## src/hw/rtl/lbbm_pkg.sv

```systemverilog
// lbbm_pkg: shared types and codes for the lru block buffer manager
// used by lbbm_ctrl, lbbm_dp and lru_block_buffer_manager; no dependencies
package lbbm_pkg;

    localparam int MODE_W  = 3;
    localparam int BLOCK_W = 32;
    localparam int KIND_W  = 2;
    localparam int SLOT_W  = 3;
    localparam int ADDR_W  = 22;
    localparam int STAMP_W = 32;

    // command modes
    localparam logic [MODE_W-1:0] MODE_BLOCK  = 3'd0;
    localparam logic [MODE_W-1:0] MODE_BUFFER = 3'd1;
    localparam logic [MODE_W-1:0] MODE_UPDATE = 3'd2;
    localparam logic [MODE_W-1:0] MODE_SAVE   = 3'd3;
    localparam logic [MODE_W-1:0] MODE_FLUSH  = 3'd4;
    localparam logic [MODE_W-1:0] MODE_EMPTY  = 3'd5;

    // result word kinds
    localparam logic [KIND_W-1:0] KIND_WRITE_BACK = 2'd0;
    localparam logic [KIND_W-1:0] KIND_READ       = 2'd1;
    localparam logic [KIND_W-1:0] KIND_DONE       = 2'd2;

    typedef enum logic [2:0] {
        ST_IDLE,
        ST_SCAN,
        ST_RESOLVE,
        ST_READ,
        ST_DONE
    } state_t;

    typedef enum logic [3:0] {
        OP_NONE,
        OP_LOAD,
        OP_LOOKUP,
        OP_SAVE_STEP,
        OP_WB_VICTIM,
        OP_READ,
        OP_ASSIGN_DONE,
        OP_UPDATE_DONE,
        OP_PLAIN_DONE,
        OP_CLEAR_DONE
    } dp_op_t;

    typedef struct packed {
        dp_op_t op;
    } dp_cmd_t;

    typedef struct packed {
        logic scan_last;
        logic hit;
        logic free_found;
        logic victim_dirty;
    } dp_status_t;

endpackage

```

## src/hw/rtl/lbbm_ctrl.sv

```systemverilog
// lbbm_ctrl: command sequencer for the lru block buffer manager
// depends on lbbm_pkg; drives lbbm_dp through dp_cmd_t, reads dp_status_t
module lbbm_ctrl (
    input  logic                        clk,
    input  logic                        rst_n,
    input  logic                        start,
    input  logic [lbbm_pkg::MODE_W-1:0] mode,
    input  lbbm_pkg::dp_status_t        status,
    output lbbm_pkg::dp_cmd_t           cmd,
    output logic                        busy
);
    import lbbm_pkg::*;

    state_t              state_reg;
    state_t              state_next;
    logic [MODE_W-1:0]   mode_reg;
    logic                is_assign;
    logic                need_wb;

    assign is_assign = (mode_reg == MODE_BLOCK) || (mode_reg == MODE_BUFFER);
    assign need_wb   = !status.hit && !status.free_found && status.victim_dirty;
    assign busy      = (state_reg != ST_IDLE);

    always_ff @(posedge clk or negedge rst_n)
    begin
        if (!rst_n)
        begin
            state_reg <= ST_IDLE;
            mode_reg  <= MODE_BLOCK;
        end
        else
        begin
            state_reg <= state_next;
            if (state_reg == ST_IDLE && start)
            begin
                mode_reg <= mode;
            end
        end
    end

    // next state
    always_comb
    begin
        state_next = state_reg;
        unique case (state_reg)
            ST_IDLE:
            begin
                if (start)
                begin
                    case (mode) inside
                        MODE_BLOCK, MODE_BUFFER, MODE_SAVE, MODE_FLUSH:
                            state_next = ST_SCAN;
                        default:
                            state_next = ST_DONE;
                    endcase
                end
            end
            ST_SCAN:
            begin
                if (status.scan_last)
                begin
                    state_next = is_assign ? ST_RESOLVE : ST_DONE;
                end
            end
            ST_RESOLVE:
            begin
                // a miss in block mode fetches the block
                if (!status.hit && mode_reg == MODE_BLOCK)
                begin
                    state_next = ST_READ;
                end
                else
                begin
                    state_next = ST_DONE;
                end
            end
            ST_READ:
            begin
                state_next = ST_DONE;
            end
            ST_DONE:
            begin
                state_next = ST_IDLE;
            end
            default:
            begin
                state_next = ST_IDLE;
            end
        endcase
    end

    // datapath commands
    always_comb
    begin
        cmd.op = OP_NONE;
        unique case (state_reg)
            ST_IDLE:
            begin
                if (start)
                begin
                    cmd.op = OP_LOAD;
                end
            end
            ST_SCAN:
            begin
                cmd.op = is_assign ? OP_LOOKUP : OP_SAVE_STEP;
            end
            ST_RESOLVE:
            begin
                cmd.op = need_wb ? OP_WB_VICTIM : OP_NONE;
            end
            ST_READ:
            begin
                cmd.op = OP_READ;
            end
            ST_DONE:
            begin
                case (mode_reg) inside
                    MODE_BLOCK, MODE_BUFFER: cmd.op = OP_ASSIGN_DONE;
                    MODE_UPDATE:             cmd.op = OP_UPDATE_DONE;
                    MODE_FLUSH, MODE_EMPTY:  cmd.op = OP_CLEAR_DONE;
                    default:                 cmd.op = OP_PLAIN_DONE;
                endcase
            end
            default:
            begin
                cmd.op = OP_NONE;
            end
        endcase
    end

endmodule

```

## src/hw/rtl/lbbm_dp.sv

```systemverilog
// lbbm_dp: slot tag, stamp and flag registers, scan trackers and result register
// depends on lbbm_pkg; commanded by lbbm_ctrl
module lbbm_dp #(
    parameter int SLOTS       = 8,
    parameter int BLOCK_CELLS = 1024
) (
    input  logic                         clk,
    input  logic                         rst_n,
    input  lbbm_pkg::dp_cmd_t            cmd,
    output lbbm_pkg::dp_status_t         status,
    input  logic [lbbm_pkg::BLOCK_W-1:0] block_num,
    input  logic                         cfg_valid,
    input  logic [lbbm_pkg::ADDR_W-1:0]  cfg_data,
    output logic                         strobe,
    output logic [lbbm_pkg::KIND_W-1:0]  kind,
    output logic [lbbm_pkg::BLOCK_W-1:0] block_num_out,
    output logic [lbbm_pkg::SLOT_W-1:0]  slot,
    output logic [lbbm_pkg::ADDR_W-1:0]  buffer_address,
    output logic                         last
);
    import lbbm_pkg::*;

    localparam int SW = (SLOTS > 1) ? $clog2(SLOTS) : 1;
    localparam logic [SW-1:0] LAST_IDX = SW'(SLOTS - 1);
    localparam logic [STAMP_W-1:0] STAMP_MAX = '1;

    logic [BLOCK_W-1:0] slot_block_reg [SLOTS];
    logic [STAMP_W-1:0] slot_stamp_reg [SLOTS];
    logic [SLOTS-1:0]   slot_valid_reg;
    logic [SLOTS-1:0]   slot_dirty_reg;
    logic [STAMP_W-1:0] counter_reg;
    logic [STAMP_W-1:0] counter_next;
    logic               act_valid_reg;
    logic [SW-1:0]      act_slot_reg;
    logic [ADDR_W-1:0]  base_reg;

    // scan trackers
    logic [BLOCK_W-1:0] blk_reg;
    logic [SW-1:0]      idx_reg;
    logic               hit_reg;
    logic [SW-1:0]      hit_idx_reg;
    logic               free_reg;
    logic [SW-1:0]      free_idx_reg;
    logic [SW-1:0]      min_idx_reg;
    logic [STAMP_W-1:0] min_stamp_reg;
    logic [BLOCK_W-1:0] min_block_reg;

    logic [SW-1:0]      sel;
    logic [SW-1:0]      addr_idx;
    logic [31:0]        offset;
    logic [ADDR_W-1:0]  addr;
    logic [BLOCK_W-1:0] cur_block;
    logic [STAMP_W-1:0] cur_stamp;
    logic               cur_valid;
    logic               cur_dirty;

    assign cur_block = slot_block_reg[idx_reg];
    assign cur_stamp = slot_stamp_reg[idx_reg];
    assign cur_valid = slot_valid_reg[idx_reg];
    assign cur_dirty = slot_dirty_reg[idx_reg];

    assign sel = hit_reg ? hit_idx_reg : (free_reg ? free_idx_reg : min_idx_reg);

    assign counter_next = (counter_reg == STAMP_MAX) ? STAMP_MAX : counter_reg + 1'b1;

    assign status.scan_last    = (idx_reg == LAST_IDX);
    assign status.hit          = hit_reg;
    assign status.free_found   = free_reg;
    assign status.victim_dirty = slot_dirty_reg[min_idx_reg];

    // slot cell address, one shared multiply by the block size
    always_comb
    begin
        case (cmd.op)
            OP_SAVE_STEP: addr_idx = idx_reg;
            OP_WB_VICTIM: addr_idx = min_idx_reg;
            default:      addr_idx = sel;
        endcase
    end

    assign offset = 32'(addr_idx) * 32'(BLOCK_CELLS);
    assign addr   = base_reg + offset[ADDR_W-1:0];

    // configuration
    always_ff @(posedge clk or negedge rst_n)
    begin
        if (!rst_n)
        begin
            base_reg <= '0;
        end
        else if (cfg_valid)
        begin
            base_reg <= cfg_data;
        end
    end

    // block tags hold no reset
    always_ff @(posedge clk)
    begin
        if (cmd.op == OP_ASSIGN_DONE && !hit_reg)
        begin
            slot_block_reg[sel] <= blk_reg;
        end
    end

    // scan trackers
    always_ff @(posedge clk or negedge rst_n)
    begin
        if (!rst_n)
        begin
            idx_reg      <= '0;
            hit_reg      <= 1'b0;
            free_reg     <= 1'b0;
            hit_idx_reg  <= '0;
            free_idx_reg <= '0;
            min_idx_reg  <= '0;
        end
        else
        begin
            case (cmd.op)
                OP_LOAD:
                begin
                    idx_reg  <= '0;
                    hit_reg  <= 1'b0;
                    free_reg <= 1'b0;
                end
                OP_LOOKUP:
                begin
                    idx_reg <= idx_reg + 1'b1;
                    if (!hit_reg && cur_valid && cur_block == blk_reg)
                    begin
                        hit_reg     <= 1'b1;
                        hit_idx_reg <= idx_reg;
                    end
                    if (!free_reg && !cur_valid)
                    begin
                        free_reg     <= 1'b1;
                        free_idx_reg <= idx_reg;
                    end
                    // strict compare keeps the lowest index on ties
                    if (idx_reg == '0 || cur_stamp < min_stamp_reg)
                    begin
                        min_idx_reg <= idx_reg;
                    end
                end
                OP_SAVE_STEP:
                begin
                    idx_reg <= idx_reg + 1'b1;
                end
                default:
                begin
                end
            endcase
        end
    end

    always_ff @(posedge clk)
    begin
        if (cmd.op == OP_LOAD)
        begin
            blk_reg <= block_num;
        end
        if (cmd.op == OP_LOOKUP && (idx_reg == '0 || cur_stamp < min_stamp_reg))
        begin
            min_stamp_reg <= cur_stamp;
            min_block_reg <= cur_block;
        end
    end

    // slot flags, stamps and active slot
    always_ff @(posedge clk or negedge rst_n)
    begin
        if (!rst_n)
        begin
            slot_valid_reg <= '0;
            slot_dirty_reg <= '0;
            counter_reg    <= '0;
            act_valid_reg  <= 1'b0;
            act_slot_reg   <= '0;
            for (int i = 0; i < SLOTS; i++)
            begin
                slot_stamp_reg[i] <= '0;
            end
        end
        else
        begin
            case (cmd.op)
                OP_SAVE_STEP:
                begin
                    if (cur_valid && cur_dirty)
                    begin
                        slot_dirty_reg[idx_reg] <= 1'b0;
                    end
                end
                OP_WB_VICTIM:
                begin
                    slot_dirty_reg[min_idx_reg] <= 1'b0;
                end
                OP_ASSIGN_DONE:
                begin
                    if (!hit_reg)
                    begin
                        slot_valid_reg[sel] <= 1'b1;
                        slot_dirty_reg[sel] <= 1'b0;
                    end
                    slot_stamp_reg[sel] <= counter_next;
                    counter_reg         <= counter_next;
                    act_valid_reg       <= 1'b1;
                    act_slot_reg        <= sel;
                end
                OP_UPDATE_DONE:
                begin
                    if (act_valid_reg && slot_valid_reg[act_slot_reg])
                    begin
                        slot_dirty_reg[act_slot_reg] <= 1'b1;
                    end
                end
                OP_CLEAR_DONE:
                begin
                    slot_valid_reg <= '0;
                    slot_dirty_reg <= '0;
                    counter_reg    <= '0;
                    act_valid_reg  <= 1'b0;
                    act_slot_reg   <= '0;
                    for (int i = 0; i < SLOTS; i++)
                    begin
                        slot_stamp_reg[i] <= '0;
                    end
                end
                default:
                begin
                end
            endcase
        end
    end

    // result word strobe
    always_ff @(posedge clk or negedge rst_n)
    begin
        if (!rst_n)
        begin
            strobe <= 1'b0;
        end
        else
        begin
            case (cmd.op)
                OP_SAVE_STEP:   strobe <= cur_valid && cur_dirty;
                OP_WB_VICTIM,
                OP_READ,
                OP_ASSIGN_DONE,
                OP_UPDATE_DONE,
                OP_PLAIN_DONE,
                OP_CLEAR_DONE:  strobe <= 1'b1;
                default:        strobe <= 1'b0;
            endcase
        end
    end

    // result word payload
    always_ff @(posedge clk)
    begin
        case (cmd.op)
            OP_SAVE_STEP:
            begin
                kind           <= KIND_WRITE_BACK;
                block_num_out  <= cur_block;
                slot           <= SLOT_W'(idx_reg);
                buffer_address <= addr;
                last           <= 1'b0;
            end
            OP_WB_VICTIM:
            begin
                kind           <= KIND_WRITE_BACK;
                block_num_out  <= min_block_reg;
                slot           <= SLOT_W'(min_idx_reg);
                buffer_address <= addr;
                last           <= 1'b0;
            end
            OP_READ:
            begin
                kind           <= KIND_READ;
                block_num_out  <= blk_reg;
                slot           <= SLOT_W'(sel);
                buffer_address <= addr;
                last           <= 1'b0;
            end
            OP_ASSIGN_DONE:
            begin
                kind           <= KIND_DONE;
                block_num_out  <= blk_reg;
                slot           <= SLOT_W'(sel);
                buffer_address <= addr;
                last           <= 1'b1;
            end
            OP_UPDATE_DONE,
            OP_PLAIN_DONE,
            OP_CLEAR_DONE:
            begin
                kind           <= KIND_DONE;
                block_num_out  <= '0;
                slot           <= '0;
                buffer_address <= '0;
                last           <= 1'b1;
            end
            default:
            begin
            end
        endcase
    end

endmodule

```

## src/hw/rtl/lru_block_buffer_manager.sv

```systemverilog
// lru_block_buffer_manager: top level of the lru write-back block buffer manager
// depends on lbbm_pkg, lbbm_ctrl and lbbm_dp
//
// A command (mode, block_num) is taken when start is high and busy is low. Block
// and buffer commands walk the slot registers one slot per clock, resolve the
// slot, issue a read request on a block-mode miss and complete; save and flush
// walk the slots the same way and complete; update, empty and unused modes go
// straight to completion. Every result word is shown for exactly one cycle with
// strobe high and cannot be held off: the receiver must take it then. Result
// words of a command appear in order, the completion (last high) coming as busy
// falls, when the next command may already be started. The user must write the
// base address register via cfg_valid only with no command busy; not enforced.
module lru_block_buffer_manager #(
    parameter int SLOTS       = 8,
    parameter int BLOCK_CELLS = 1024
) (
    input  logic                         clk,
    input  logic                         rst_n,
    input  logic                         start,
    output logic                         busy,
    input  logic [lbbm_pkg::MODE_W-1:0]  mode,
    input  logic [lbbm_pkg::BLOCK_W-1:0] block_num,
    input  logic                         cfg_valid,
    output logic                         cfg_ready,
    input  logic [lbbm_pkg::ADDR_W-1:0]  cfg_data,
    output logic                         strobe,
    output logic [lbbm_pkg::KIND_W-1:0]  kind,
    output logic [lbbm_pkg::BLOCK_W-1:0] block_num_out,
    output logic [lbbm_pkg::SLOT_W-1:0]  slot,
    output logic [lbbm_pkg::ADDR_W-1:0]  buffer_address,
    output logic                         last
);
    import lbbm_pkg::*;

    dp_cmd_t    cmd;
    dp_status_t status;

    assign cfg_ready = 1'b1;

    lbbm_ctrl u_ctrl (
        .clk    (clk),
        .rst_n  (rst_n),
        .start  (start),
        .mode   (mode),
        .status (status),
        .cmd    (cmd),
        .busy   (busy)
    );

    lbbm_dp #(
        .SLOTS       (SLOTS),
        .BLOCK_CELLS (BLOCK_CELLS)
    ) u_dp (
        .clk            (clk),
        .rst_n          (rst_n),
        .cmd            (cmd),
        .status         (status),
        .block_num      (block_num),
        .cfg_valid      (cfg_valid),
        .cfg_data       (cfg_data),
        .strobe         (strobe),
        .kind           (kind),
        .block_num_out  (block_num_out),
        .slot           (slot),
        .buffer_address (buffer_address),
        .last           (last)
    );

endmodule
```

## config.mk

```make
export PLATFORM = sky130hd
export DESIGN_NAME = lru_block_buffer_manager
export DESIGN_NICKNAME = d
export VERILOG_FILES = /design/src/hw/rtl/lbbm_pkg.sv /design/src/hw/rtl/lbbm_ctrl.sv /design/src/hw/rtl/lbbm_dp.sv /design/src/hw/rtl/lru_block_buffer_manager.sv
export SDC_FILE = /design/constraint.sdc
export NUM_CORES = 1
export LEC_CHECK = 0
export BUFFER_PORTS_ARGS = -buffer_cell sky130_fd_sc_hd__buf_4
export CORE_MARGIN = 5
export CORE_UTILIZATION = 51
export CTS_CLUSTER_DIAMETER = 200
export CTS_CLUSTER_SIZE = 10
export DETAILED_ROUTE_END_ITERATION = 8
export GPL_ROUTABILITY_DRIVEN = 0
export PLACE_DENSITY = 0.67
export SETUP_SLACK_MARGIN = 0.15
export SLEW_MARGIN = 20
export SYNTH_ARGS = -nofsm -noshare
export SYNTH_HDL_FRONTEND = slang
export SYNTH_HIERARCHICAL = 1
export SYNTH_SLANG_ARGS = --single-unit
export TNS_END_PERCENT = 20
```

## constraint.sdc

```tcl
create_clock -name clk -period 8.2 [get_ports clk]
set_input_delay 1.64 -clock clk [delete_from_list [all_inputs] [get_ports clk]]
set_output_delay 1.64 -clock clk [all_outputs]
set_load 0.02 [all_outputs]
```

Yosys cells after proc, flatten, opt, wreduce, memory -nomap -nowiden
Memory sizes are Yosys's and may differ from the RTL's. Cells that the tools add are included.

Add/sub/neg operators: 3. Bitwise gates (word level): 10. Magnitude comparators: 12. Multiplexer cells: 62. Reductions and logical operators: 53. Equality and inequality tests: 30.

Operator list (count): $pmux W256 S2 (1); $bwmux W256 (1); $mux W32 (4); $pmux W32 S4 (1); $bmux W32 S3 (1); $demux W32 S3 (1); $pmux W32 S2 (1); $pmux W22 S2 (1); $pmux W8 S5 (1); $add A32 B1 Y32 const B (1); $eq A32 B32 Y1 (1); $eq A32 B32 Y1 const B (1); $lt A32 B32 Y1 (1); $mux W8 (4); $and A8 B8 Y8 (3); $mux W3 (8); $not A8 Y8 (3); $pmux W3 S4 (2); $add A22 B13 Y22 (1); $pmux W4 S5 (1); $pmux W3 S2 (3); $eq A4 B3 Y1 const B (4); $logic_and A1 B1 Y1 (16); $lt A3 B4 Y1 const B (4); other kinds (34) (105).

Logic and storage cells: 202. Output and inout bits: 63. Memories kept: 1. Register bits: 507. Memory bits (writable): 256. Bits of input ports: 61.

Memories: u_dp.slot_block_reg (depth 8, width 32, read ports 1, clocked after Yosys merged registers in 0, write ports 1, RTL line lbbm_dp.sv:27) `logic [BLOCK_W-1:0] slot_block_reg [SLOTS];`.

Longest topological paths before layout
Gate-level depths: netlist of the first run.

Depth after elaboration: 10. Depth in mapped cells: 19. Depth with buffers taken out: 16.

Hierarchy
The synthesis of the first run kept the hierarchy.

By module, submodules not included: lbbm_dp (area an instance 31925.6 um2, seq. area each 21005.1 um2, cells an instance 2387, times used 1); lbbm_ctrl (area an instance 437.9 um2, seq. area each 150.1 um2, cells an instance 44, times used 1); lru_block_buffer_manager (area an instance 11.3 um2, seq. area each 0.0 um2, cells an instance 2, times used 1).

Worst setup path after synthesis of the first run
No wires, ideal clock.

Kind: reg2reg. Start: reg u_dp.idx_reg[2]. End: reg u_dp.min_idx_reg[0]. Buffers on the path: 5. Arrival: 7.268 ns. Path slack: 0.851 ns. Required time: 8.119 ns. Library setup time: 0.081 ns. Cell stages (with the launch flop): 17. Period minus slack after synthesis: 7.349 ns. Cells stage by stage: dfrtp_1 -> buf_6 -> buf_2 -> buf_2 -> clkbuf_1 -> buf_1 -> mux2_2 -> a221oi_1 -> o22ai_1 -> ha_1 -> nand4_1 -> nor3_1 -> a221o_1 -> nor3_1 -> o21ai_0 -> a21oi_1 -> mux2_2.

Word-level cells in the longest chain between the ends: 7. Elaborated cells between the ends (all ways): 8. Classes of those cells: order compare (1); mux (3); bitwise (1); reduce/logical (3).

Ends and longest elaborated chain: start: declaration (RTL line lbbm_dp.sv:39) `logic [SW-1:0] idx_reg;`; start signal: assignment (RTL line lbbm_dp.sv:129) `idx_reg <= idx_reg + 1'b1;`; start signal: assignment (RTL line lbbm_dp.sv:148) `idx_reg <= idx_reg + 1'b1;`; $not A3 Y4 (implied by the code) (RTL line lbbm_dp.sv:58) `assign cur_stamp = slot_stamp_reg[idx_reg];`; $bmux W32 S3 (RTL line lbbm_dp.sv:58); $mux W32 (implied by the code) (2 in a row) (RTL line lbbm_dp.sv:58); named net u_dp.cur_stamp[13] (RTL line lbbm_dp.sv:53) `logic [STAMP_W-1:0] cur_stamp;`; $lt A32 B32 Y1 (RTL line lbbm_dp.sv:141) `if (idx_reg == '0 || cur_stamp < min_stamp_reg)`; $logic_or A1 B1 Y1 (RTL line lbbm_dp.sv:141); $reduce_and A2 Y1 (no source line); end signal: assignment (RTL line lbbm_dp.sv:143) `min_idx_reg <= idx_reg;`; end: declaration (RTL line lbbm_dp.sv:44) `logic [SW-1:0] min_idx_reg;`.

The timed path passes the listed nets, and every way through them passes these cells. The select of a mux whose other input is x is not followed. A chain may end at the register's enable or synchronous reset.

Worst setup path after layout of the first run
Start: reg u_dp.idx_reg[0]. End: reg u_dp.min_idx_reg[0].

The elaborated chain is that of the path after synthesis.

==> results_dict.tcl, run 1 <==
set metrics [dict create \
    max_slew_margin_pct 27.94 \
    post_cts_buffers 0 \
    yosys.area_share.simple_pct 7.629 \
    io_buffers 122 \
    hold_path_class "reg2reg" \
    cp-startpoint "u_dp/idx_reg[0]" \
    p_sw_mw 4.560 \
    most-common-layout-cells "412 x edfxtp_1, 348 x dfrtp_1, 196 x nand2_1" \
    cp_max_fo 52 \
    ios 124 \
    max_freq_ghz 0.1896 \
    setup_tns_ns 0 \
    finalCritPeriodShare_pct 64.32 \
    synth_fa_ha_area_share_pct 1.530 \
    diodes 0 \
    powerDensity_nw_per_um2 341.9 \
    finalNonFillerCells 3423 \
    hold_path_depth 2 \
    clk_pin_slew_ns 0.06 \
    synthFlopType "edfxtp_1" \
    synth_xor_area_share_pct 1.542 \
    grt_max_degree 166 \
    final-setup-viol-count 0 \
    clk_path_buf_depth 3 \
    dp_hpwl_um 54210 \
    worstReg2RegStart "u_dp/idx_reg[0]" \
    layout_commonest_cell "edfxtp_1" \
    vdd_ir_drop_max_uv 228.5 \
    core_um2 62970 \
    detail_route.wl_per_cell_um 26.64 \
    viasPerCell 6.481 \
    cp-end-kind "register" \
    ant_nets 0 \
    cts_buffers 86 \
    cts_tree "done" \
    p_sw_share_pct 36.33 \
    leakagePower_nw 14.63 \
    ys_warn_count 6 \
    synth_seq_cells 763 \
    layout-drive-gt1-share_pct 15.64 \
    critPathKind "reg2reg" \
    synth_cell_types 81 \
    hold_buffers 0 \
    finish.utilization_pct 58.30 \
    firstDrtPassIters 6 \
    min_delay_worst_endpoint "u_dp/free_idx_reg[2]" \
    syn_avg_cell_area_um2 13.31 \
    synth_enable_flop_cells 412 \
    drc 0 \
    syn_area_um2 32370 \
    pre_cts_slack_ns 3.016 \
    cts_root_buf "clkbuf_16" \
    multiInputGateArea_um2 10390 \
    yosysSeqAreaShare_pct 65.34 \
    synthMuxAreaShare_pct 5.113 \
    maxCapViolations 0 \
    skew_ns 0.02834 \
    clkLatencyLatePin_ns 0.65 \
    p_seq_share_pct 43.9 \
    fillers 4998 \
    postSynthCellCount 2433 \
    wl_um 91190 \
    worstSetupStartpointType "register" \
    p_int_mw 7.993 \
    antenna_found_initial 0 \
    grt_util_all_layers_pct 26.51 \
    final.setup.worst_slack_ns 2.926 \
    layout-area-overhead-vs-synth_pct 13.39 \
    vias 22190 \
    min_from "u_dp/free_idx_reg[2]" \
    clock_power_share_pct 27.6 \
    synthesis.nets 2533 \
    grt_pass1_vias 22400 \
    cts.sinks 763 \
    async_reset_ff_share_pct 46.00 \
    fin_nets 2631 \
    grt_first_pass_wirelength_um 139200 \
    arrival_ns 5.81 \
    synth_top_family_by_area "compound AO/OA/AOI/OAI gates" \
    rsz0062_at_grt "false" \
    required_ns 8.74 \
    fp.dieH_um 262.0 \
    worst_pin_slew_ns 1.074 \
    die_area_um2 68620 \
    start_util_pct 51.42 \
    post_cts_resized 0 \
    ff2ff_path_depth 15 \
    rows 92 \
    drv_slew 0 \
    reg2reg_slack_ns 2.93 \
    hold_viol 0 \
    post-route-min-period_ns 5.274 \
    overflow 0 \
    hold_ws_ns 0.4822 \
    seqCellArea_um2 21160 \
    cts_htree_levels 3 \
    drt_iter0_markers 2833 \
    p_comb_share_pct 28.5 \
    post-place-cells 3288 \
    synth_compound_area_share_pct 15.72 \
    r2r_end "u_dp/min_idx_reg[0]" \
    die_x_um 262.0 \
    status "complete, no violations" \
]
==> through the flow <==
step | total power [mW] | area [µm²]
after floorplan | 7.502 | 32370
after detailed placement | 9.100 | 34220
after CTS | 12.56 | 36670
after global placement | 9.045 | 34220
final | 12.55 | 36710
after global routing | 13.05 | 36710
==> logic make-up (layout without fill, tap and decap cells) <==
logic type,Yosys count,in the layout
XOR/XNOR,57,57
buffers and inverters,242,386
adder cells (fa/ha/maj),39,39
other,1,1
AO/OA/AOI/OAI,688,688
multiplexers,132,132
flip-flops,763,763
AND/OR/NAND/NOR,511,511
==> power groups by stage <==
stage / Clock (mW) / Combinational (mW) / Sequential (mW)
finish: 3.46 / 3.58 / 5.51
global placement: 0 / 3.49 / 5.55
CTS: 3.52 / 3.54 / 5.51
global route: 3.68 / 3.78 / 5.59
detailed placement: 0 / 3.52 / 5.58
floorplan: 0 / 1.99 / 5.52
==> synthesized netlist by cell type, drive strengths merged (46+ instances only) <==
| master | n | area (µm²) |
|---|---|---|
| a21oi | 46 | 230.2 |
| a22o | 193 | 1690 |
| a22oi | 120 | 900.9 |
| clkbuf | 122 | 459.2 |
| dfrtp | 351 | 8783 |
| edfxtp | 412 | 12370 |
| inv | 79 | 296.5 |
| mux2 | 65 | 747.0 |
| mux2i | 48 | 480.5 |
| nand2 | 197 | 747.0 |
| nand3 | 50 | 250.2 |
| nor2 | 90 | 340.3 |
| o21ai | 148 | 744.5 |
==> cell type report <==
cell class	instances	share of cell area (%)
Clock buffer	126	6.271
Clock inverter	8	0.4192
Inverter	79	0.8078
Multi-Input combinational cell	1428	28.31
Sequential cell	763	57.65
Tap cell	846	2.883
Timing Repair Buffer	173	3.657
==> worst max-delay path, cell delays in order, from the launching register on <==
cell and delay [ns]:
dfrtp_4 0.92, buf_4 0.66, and3b_1 0.31, buf_4 0.46
a22oi_1 0.17, nand3_1 0.16, ha_1 0.26, a21o_1 0.16
a21o_1 0.17, a21oi_1 0.36, nor3_1 0.08, nor3_1 0.13
o21ai_0 0.23, a21oi_4 0.19, buf_4 0.46, mux2_2 0.39
==> metal layers <==
layer / vias to the layer above / share of wire [%] / track usage, %
met4: 0 / 3.2 / 8.336
li1: 9473 / - / -
met1: 11280 / 40 / 36.56
met2: 1214 / 47 / 42.75
met5: - / 0 / 0
met3: 219 / 9.0 / 5.707
==> how the worst max path moves through the flow <==
| stage | endpoint | slack [ns] | cells past startpoint |
|---|---|---|---|
| floorplan | u_dp/min_idx_reg[0] | 0.85 | 16 |
| global placement | u_dp/min_idx_reg[0] | 3.07 | 15 |
| detailed placement | u_dp/min_idx_reg[0] | 3.02 | 14 |
| CTS | u_dp/min_idx_reg[0] | 3.03 | 15 |
| global route | u_dp/min_idx_reg[0] | 2.68 | 16 |
| finish | u_dp/min_idx_reg[0] | 2.93 | 15 |
(Power assumes the default switching activity.)
==> inputs of run 2 (changes only) <==
Settings changed: ABC_AREA from default to 1.
Clock period 8.2 ns to 5.25 ns, I/O delays scaled along.
==> run 2 against run 1 <==
Global-route usage is 1.2 points higher. Core utilization is 0.20 points higher. Sequential power is 52% higher. Worst hold slack worse by 0.053 ns. Critical path depth is 10 higher. Die area is 1.6% higher. Combinational power is 63% higher. Worst setup slack worse by 2.4 ns. Largest cell class unchanged.
==> results_dict.tcl, run 2 <==
set metrics [dict create \
    cp.depth 25 \
    critPathKind "reg2reg" \
    crit_top_cell "inv_1" \
    ios 124 \
    clk_path_buf_depth 3 \
    hold_path_class "in2async" \
    layout_commonest_cell "nand2_1" \
    syn_avg_cell_area_um2 10.44 \
    most-common-layout-cells "789 x nand2_1, 412 x edfxtp_1, 351 x dfrtp_1" \
    io_buffers 122 \
    leakagePower_nw 15.57 \
    required_ns 5.63 \
    grt_first_pass_wirelength_um 150000 \
    final_area_um2 37580 \
    synth_cell_types 59 \
    wl_um 98200 \
    cp-end-kind "register" \
    cts_buffers 86 \
    vdd_ir_drop_max_uv 381.5 \
    cts_htree_levels 3 \
    diodes 0 \
    synth_common_cells "790 x nand2_1, 412 x edfxtp_1, 351 x dfrtp_1, 314 x o21ai_0, 310 x inv_1" \
    clkLatencyLatePin_ns 0.67 \
    ff2ff_path_depth 25 \
    rows 93 \
    arrival_ns 5.11 \
    synth_most_common_cell "nand2_1" \
    hold_viol 0 \
    final-setup-viol-count 0 \
    rsz0062_at_grt "true" \
    core_um2 64230 \
    layout-area-overhead-vs-synth_pct 14.21 \
    synth_enable_flop_cells 412 \
    cts_root_buf "clkbuf_16" \
    syn_area_um2 32900 \
    synthFlopType "edfxtp_1" \
    skew_ns 0.05578 \
    grt_max_degree 116 \
    max_freq_ghz 0.2112 \
    layout-drive-gt1-share_pct 11.87 \
    maxCapViolations 0 \
    clk_pin_slew_ns 0.06 \
    cp_max_fo 8 \
    max_stage_delay_ns 0.49 \
    grt_util_all_layers_pct 27.67 \
    status "complete, no violations" \
    finalNonFillerCells 4209 \
    hold_buffers 0 \
    crit_family "simple AND/OR/NAND/NOR gates" \
    drc 0 \
    post-route-min-period_ns 4.736 \
    async_reset_ff_share_pct 46.00 \
    ant_nets 0 \
    die_area_um2 69700 \
    yosys.area.top_type "edfxtp_1" \
    synth_seq_cells 763 \
    worstSetupStartpointType "register" \
    synthTopCellsByArea "edfxtp_1 38%, dfrtp_1 27%, nand2_1 9.0%, o21ai_0 4.8%, inv_1 3.5%" \
    vias 25050 \
    post_cts_buffers 0 \
    firstDrtPassIters 6 \
    worst-path-buf-inv 5 \
    fp.dieH_um 264.0 \
    die_x_um 264.0 \
    total_power_mw 19.66 \
    postSynthCellCount 3152 \
    viasPerCell 5.952 \
    drv_slew 0 \
    powerDensity_nw_per_um2 523.2 \
    yosysSeqAreaShare_pct 64.29 \
    cts.sinks 763 \
    synth_top_area_share_pct 37.60 \
    critPathSlowestCell "dfrtp_1" \
    post-place-cells 4073 \
    overflow 0 \
    grt_pass1_vias 25190 \
    antenna_found_initial 1 \
    ys_warn_count 6 \
    synthesis.nets 3252 \
    place_area_um2 35040 \
    finalCritPeriodShare_pct 90.20 \
    max_slew_margin_pct 24.53 \
    detail_route.wl_per_cell_um 23.33 \
    start_util_pct 51.23 \
    worst_pin_slew_ns 1.129 \
    cts_tree "done" \
    fin_nets 3406 \
    post_cts_resized 0 \
    setup_tns_ns 0 \
    drt_iter0_markers 2989 \
    dp_hpwl_um 60190 \
]
[run 2: cell type report]
type | instances | area (µm²)
Timing Repair Buffer | 202 | 1624
Inverter | 332 | 1254
Sequential cell | 763 | 21160
Multi-Input combinational cell | 1921 | 9981
Fill cell | 5281 | 26650
Clock buffer | 128 | 2310
Tap cell | 855 | 1070
Clock inverter | 8 | 185.2
[run 2: cells by family after synthesis]
logic type / synth area share (%)
multiplexers: 0.1369
AND/OR/NAND/NOR: 14.99
buffers and inverters: 5.833
XOR/XNOR: 0.6122
adder cells (fa/ha/maj): 1.506
AO/OA/AOI/OAI: 12.62
other: 0.01140
flip-flops: 64.29
[run 2: worst paths after layout]
check	from	to	slack, ns
max reg2reg	u_dp/min_idx_reg[1]	u_dp/buffer_address[20]	0.51
min reg2reg	u_dp/slot_stamp_reg[243]	u_dp/slot_stamp_reg[243]	0.48
min	rst_n	u_dp/slot_stamp_reg[200]	0.43
max in group asynchronous	rst_n	u_dp/counter_reg[2]	3.57
min in group clk	u_dp/slot_stamp_reg[243]	u_dp/slot_stamp_reg[243]	0.48
max	u_dp/min_idx_reg[1]	u_dp/buffer_address[20]	0.51
[run 2: stage by stage]
| step | hold slack [ns] | util (%) | worst slack (ns) |
|---|---|---|---|
| floorplan | 0.4356 | - | 0.7152 |
| global placement | 0.4663 | 54.56 | 0.4129 |
| detailed placement | 0.4710 | 54.56 | 0.2758 |
| CTS | 0.4864 | 58.44 | 0.2739 |
| global route | 0.5073 | 58.50 | 0.1048 |
| finish | 0.4287 | 58.50 | 0.5143 |
[run 2: routing by layer]
layer,vias to the layer above,share of wire (%),GRT usage (%)
met5,-,0,0
met4,0,5.3,12.50
met3,318,9.4,5.570
met2,1380,48,45.34
met1,12240,38,35.99
li1,11120,-,-
[run 2: power by group]
part	switching (mW)	leakage [nW]	internal, mW
registers	0.594	8.63	7.77
logic	4.30	5.76	1.54
clock network	2.40	1.19	3.05
total	7.30	15.6	12.4
